===== config.mk =====
export PLATFORM = sky130hd
export DESIGN_NAME = tbp_front
export DESIGN_NICKNAME = d
export VERILOG_FILES = /design/src/rtl/tbp_pkg.sv /design/src/rtl/tbp_front.sv
export SDC_FILE = /design/constraint.sdc
export NUM_CORES = 1
export LEC_CHECK = 0
export BUFFER_PORTS_ARGS = -buffer_cell sky130_fd_sc_hd__buf_4
export CAP_MARGIN = 20
export CORE_UTILIZATION = 51
export CTS_CLUSTER_DIAMETER = 150
export DETAILED_ROUTE_END_ITERATION = 16
export GPL_TIMING_DRIVEN = 0
export HOLD_SLACK_MARGIN = 0.15
export PLACE_DENSITY = 0.86
export SLEW_MARGIN = 15
export SYNTH_ARGS = -nofsm -noshare
export SYNTH_HDL_FRONTEND = slang
export SYNTH_SLANG_ARGS = --single-unit

===== constraint.sdc =====
create_clock -name clock -period 2.4 [get_ports clock]
set_input_delay 0.48 -clock clock [delete_from_list [all_inputs] [get_ports clock]]
set_output_delay 0.48 -clock clock [all_outputs]
set_load 0.03 [all_outputs]

===== src/rtl/tbp_pkg.sv =====
// shared types and constants of the tournament branch predictor
package tbp_pkg;

   localparam int ADDR_W = 32;

   // chooser counters are always two bits, reset to weakly gshare
   localparam int CHO_W = 2;
   localparam logic [CHO_W-1:0] CHO_INIT = 2'd1;
   localparam logic [CHO_W-1:0] CHO_MAX = 2'd3;

   // one resolved branch as it travels from the front queue to the back
   typedef struct packed {
      logic [ADDR_W-1:0] branch_address;
      logic              taken;
   } tbp_item_type;

endpackage


===== src/rtl/tbp_front.sv =====
// front end: accepts branch transactions into a two entry queue
module tbp_front
   import tbp_pkg::*;
(
   input  logic         clock,
   input  logic         reset,
   input  logic         req_valid,
   output logic         req_ready,
   input  logic [31:0]  req_branch_address,
   input  logic         req_taken,
   output logic         item_valid,
   output tbp_item_type item,
   input  logic         item_pop
);

   tbp_item_type q_ff [2];
   logic [1:0]   cnt_ff, cnt_in;
   logic         rd_ff, rd_in;
   logic         wr_ff, wr_in;
   logic         push;

   assign req_ready  = (cnt_ff != 2'd2);
   assign push       = req_valid && req_ready;
   assign item_valid = (cnt_ff != 2'd0);
   assign item       = q_ff[rd_ff];

   // pointer and fill count
   always_comb begin
      cnt_in = cnt_ff;
      rd_in  = rd_ff;
      wr_in  = wr_ff;
      if (push) begin
         wr_in = ~wr_ff;
      end
      if (item_pop) begin
         rd_in = ~rd_ff;
      end
      if (push && !item_pop) begin
         cnt_in = cnt_ff + 2'd1;
      end else if (!push && item_pop) begin
         cnt_in = cnt_ff - 2'd1;
      end
   end

   always_ff @(posedge clock) begin
      if (reset) begin
         cnt_ff <= 2'd0;
         rd_ff  <= 1'b0;
         wr_ff  <= 1'b0;
      end else begin
         cnt_ff <= cnt_in;
         rd_ff  <= rd_in;
         wr_ff  <= wr_in;
      end
   end

   // queue storage
   always_ff @(posedge clock) begin
      if (push) begin
         q_ff[wr_ff].branch_address <= req_branch_address;
         q_ff[wr_ff].taken          <= req_taken;
      end
   end

endmodule


==> results.toml, run 1 <==
[timing]
setup_ws_ps = 290
setup_viol = 0
maxSlewViolCount = 0
fmax_mhz = 474
rsz0062_at_grt = "no"
period_share_pct = 87.9
fin_skew_ps = 4.79
hold-worst-slack_ps = 325
fin_setup_tns_ps = 0
period_needed_ps = 2110
slew_headroom_pct = 48.2
worst_pin_slew_ps = 777
hold_viol = 0

[worst_hold_path]
whs_path_depth = 1
hold_start = "req_branch_address[2]"
hold_class = "in2reg"
min_to = "q_ff[1][3]"

[global_route]
use_met1_pct = 18.8
track_usage_pct = 17.1
grt_pass1_vias = 1359
grt_pass1_wl_um = 6420
antenna_found_initial = 0
grt_overflow_total = 0
grt_most_used_layer = "met2"
met3_usage_pct = 5.49
use_met2_pct = 28.5
grt_max_degree = 34

[critical_path]
cp_top_family = "buffers and inverters"
crit_chain = "buf_2 > buf_2 > mux2_2 > buf_4"
start_kind = "flip-flop"
crit_type = "reg2out"
arrival_ps = 1630
worst-path-max-fanout = 10
cp_slowest_cell = "mux2_2"
critPathBufInv = 3
worstRegToRegCells = 2
worstPathRequired_ps = 1920
cpMostUsedCell = "buf_2"
reg2reg_slack_ps = 730
r2r-start = "cnt_ff[0]"
cp-end-kind = "output port"
r2r-end = "q_ff[1][15]"
cp_slowest_stage_delay_ps = 380

[power]
power_density_nw_per_um2 = 927
total_power_mw = 3.19
ir_worst_vdd_uv = 513
power.leakage_nw = 1.31

[cells_and_area]
drive_gt1_share_pct = 60.3
layout_common_cells = "buf_4 (72), edfxtp_1 (66), mux2_2 (33)"
syn_to_final_growth_pct = 32.2
fin_nets = 247
diodes = 0
fin_cells = 281
mostFrequentLayoutCell = "buf_4"
post-route-cell-area_sq_um = 3440
finish.utilization_pct = 71.5
n_fill_cell = 326

[outcome]
outcome = "finished, final reports clean"

[die]
io_pins = 72
die_w_um = 73.5
rows = 25
die-area_sq_um = 5400
initial_core_util_pct = 54.1
design.core.area_sq_um = 4820
die_h_um = 73.5

[place]
numPortBuffers = 71
globalplace.congestion = 0.649
dp_cells = 265
place_area_sq_um = 3220
hpwl_um = 2890
dp_slack_ps = 644

[synth]
syn-instance-count = 127
synth-main-ff-cell = "edfxtp_1"
netlist_area_sq_um = 2600
synth_edf_count = 66
synth.net_count = 165
yosysWarnings = 0
async_flop_share_pct = 0
avgSynthCellArea_sq_um = 20.5
synth_cell_types = 19
ys_seq_elements = 71
seq_area_frac_synth_pct = 79.9

[detailed_routing]
drt_wl_total_um = 4320
dr.pass1.iters = 4
routedWlPerCell_um = 15.4
vias = 1365
drc = 0
ant_nets = 0
via_per_inst = 4.86
drt-initial-drc-count = 38

[clocking]
clkTransAtPathRegs_ps = 80
cts_resized = 0
cts-hold-fix-buffers = 0
root_buffer = "clkbuf_8"
cts_made_buffers = 9
clk_latency_ps = 330
numClockSinks = 71
postCtsSetupBuffers = 0
cts_tree = "built"
clockBufferDepth = 2
cts_htree_levels = 3

[flow_run]
maxCapViolCount = 0
## report_power, final
group	switching [mW]	total, mW	internal, mW
Combinational	0.373	0.637	0.264
Sequential	0.0366	1.53	1.50
Clock	0.436	1.02	0.586
## worst max path at each step
stage | end | slack [ps] | depth (start not counted)
3_5_place_dp | item[12] | 640 | 4
2_1_floorplan | q_ff[1][0] | 550 | 2
5_1_grt | item[21] | 210 | 4
3_3_place_gp | q_ff[1][31] | 160 | 2
6_report | item[12] | 290 | 4
4_1_cts | item[21] | 270 | 4
## layout make-up
class / instances / area, sq um / area share, %
tap: 67 / 83.8 / 2.43
clock inverter: 7 / 97.6 / 2.83
buffer: 4 / 22.5 / 0.654
timing repair buffer: 71 / 533 / 15.5
clock buffer: 9 / 124 / 3.60
multi-input combinational: 50 / 494 / 14.3
inverter: 2 / 7.51 / 0.218
sequential: 71 / 2080 / 60.4
## kinds of logic (layout without fill, tap and decap cells)
logic type / Yosys count / after routing / synth area share, %
flops: 71 / 71 / 79.9
mux: 33 / 33 / 14.3
compound gates: 4 / 4 / 0.960
buf+inv: 6 / 93 / 1.15
simple gates: 9 / 9 / 2.21
xor+xnor: 3 / 3 / 1.01
fa+ha+maj: 1 / 1 / 0.480
## state kept, by name, summed over array words and instances, names as in the netlist, named ones only
name,flops
q_ff,66
rd_ff,1
wr_ff,1
cnt_ff,2
## layer usage
layer / part of all wire [%] / wire [um]
met1: 40 / 1740
met2: 51 / 2220
met3: 5.6 / 242
met4: 2.5 / 108
met5: 0 / 0
## synth_stat cells (2+ instances only)
cell	count	share of area [%]
edfxtp_1	66	76
inv_1	2	0.29
nor2_1	3	0.43
buf_2	3	0.58
xor2_1	2	0.67
mux2_2	33	14
dfxtp_1	5	3.8
a21oi_1	2	0.38
Note: power is estimated with default switching activity, not from simulation.
==> run 2, diff against run 1 <==
- CORE_UTILIZATION: 51 -> 46
- PLACE_DENSITY: 0.86 -> 0.82
- clock period: 2.4 -> 1.9 ns (I/O delays scaled with it)
==> results.toml, run 2 (synthesis gave the netlist of run 1 again) <==
[outcome]
outcome = "finished, final reports clean"

[critical_path]
reg2reg_slack_ps = 270
r2r-end = "q_ff[0][27]"
crit_chain = "buf_6 > buf_8 > mux2_2 > buf_4"
cp_top_family = "buffers and inverters"
r2r-start = "cnt_ff[0]"
critPathBufInv = 3
worstPathRequired_ps = 1520
cp_slowest_cell = "mux2_2"
crit_cells = 4
worst-path-max-fanout = 10
start_kind = "flip-flop"
worstRegToRegCells = 3
arrival_ps = 1470
crit_type = "reg2out"
cp_slowest_stage_delay_ps = 350
cp-end-kind = "output port"

[clocking]
clockBufferDepth = 2
postCtsSetupBuffers = 0
cts_made_buffers = 9
numClockSinks = 71
cts_tree = "built"
cts_htree_levels = 3
root_buffer = "clkbuf_8"
clk_latency_ps = 320
clkTransAtPathRegs_ps = 70

[timing]
fin_setup_tns_ps = 0
period_needed_ps = 1850
fmax_mhz = 539
worst_pin_slew_ps = 744
fin_skew_ps = 7.59
hold-worst-slack_ps = 239
setup_viol = 0
period_share_pct = 97.6
maxSlewViolCount = 0
hold_viol = 0
slew_headroom_pct = 50.3

[place]
numPortBuffers = 71
globalplace.congestion = 0.692
dp_cells = 271
hpwl_um = 2910

[cells_and_area]
largest_reg_flops = 66
fin_nets = 248
layout_common_cells = "buf_4 (71), edfxtp_1 (66), mux2_2 (33)"
drive_gt1_share_pct = 58.6
syn_to_final_growth_pct = 33.2
fin_cells = 287
largestRegisters = "q_ff x66, cnt_ff x2"
regMostFlops = "q_ff"
diodes = 0
mostFrequentLayoutCell = "buf_4"

[detailed_routing]
ant_nets = 0
drt-initial-drc-count = 60
vias = 1390
dr.pass1.iters = 4
via_per_inst = 4.84
drc = 0
routedWlPerCell_um = 15.2
drt_wl_total_um = 4350

[global_route]
track_usage_pct = 15.6
grt_pass1_vias = 1441
grt_max_degree = 34
grt_overflow_total = 0
antenna_found_initial = 0
grt_pass1_wl_um = 6800

[die]
die_h_um = 77.3
io_pins = 72
design.core.area_sq_um = 5470
die-area_sq_um = 5970
initial_core_util_pct = 47.6
rows = 27
die_w_um = 77.3

[flow_run]
maxCapViolCount = 0

[power]
ir_worst_vdd_uv = 633
power.leakage_nw = 1.32
power_density_nw_per_um2 = 1110

[worst_hold_path]
hold_class = "in2reg"
hold_start = "req_branch_address[31]"
whs_path_depth = 1
min_to = "q_ff[1][32]"
run 2: what timing repair did:
item	4_1_cts	5_1_grt
setup endpoints to repair	30	30
hold buffers	0	0
endpoints found under the hold margin	0	0
pin swaps	0	0
gates resized for setup	2	9
run 2: layout make-up:
class	count	area (sq um)
fillers	410	2000
well taps	72	90.1
multi-input cells	50	494
inverters	2	7.51
flip-flops and latches	71	2080
repair buffers	72	561
plain buffers	4	56.3
clock buffers	16	180
run 2: how the worst max path moves through the flow:
stage	to	start
finish	item[27]	flip-flop
global route	item[27]	flip-flop
CTS	item[27]	flip-flop
detailed placement	item[10]	flip-flop
global placement	q_ff[1][29]	cnt_ff[0]
floorplan	q_ff[1][0]	cnt_ff[0]
run 2: layer usage:
metal	vias up	track usage, %	routed length (um)
met5	-	0	0
met4	0	9.62	74
met3	6	3.10	168
met2	44	26.0	2310
met1	685	18.5	1800
li1	655	-	-
run 2: where the power goes:
| group | internal, mW | switching [mW] | leakage, nW |
|---|---|---|---|
| clock | 0.585 | 0.484 | 0.0910 |
| combinational | 0.358 | 0.473 | 0.570 |
| sequential | 1.89 | 0.0456 | 0.658 |
| total | 2.84 | 1.00 | 1.32 |
run 2: per-stage QoR:
stage / util (%) / area (sq um) / setup slack, ps / power [mW]
floorplan: - / 2610 / 46.8 / 2.47
global placement: 59.0 / 3230 / -319 / 2.76
detailed placement: 59.5 / 3260 / 241 / 2.80
CTS: 62.9 / 3440 / -38.1 / 3.87
global route: 63.4 / 3470 / -15.3 / 4.00
finish: 63.4 / 3470 / 45.1 / 3.84
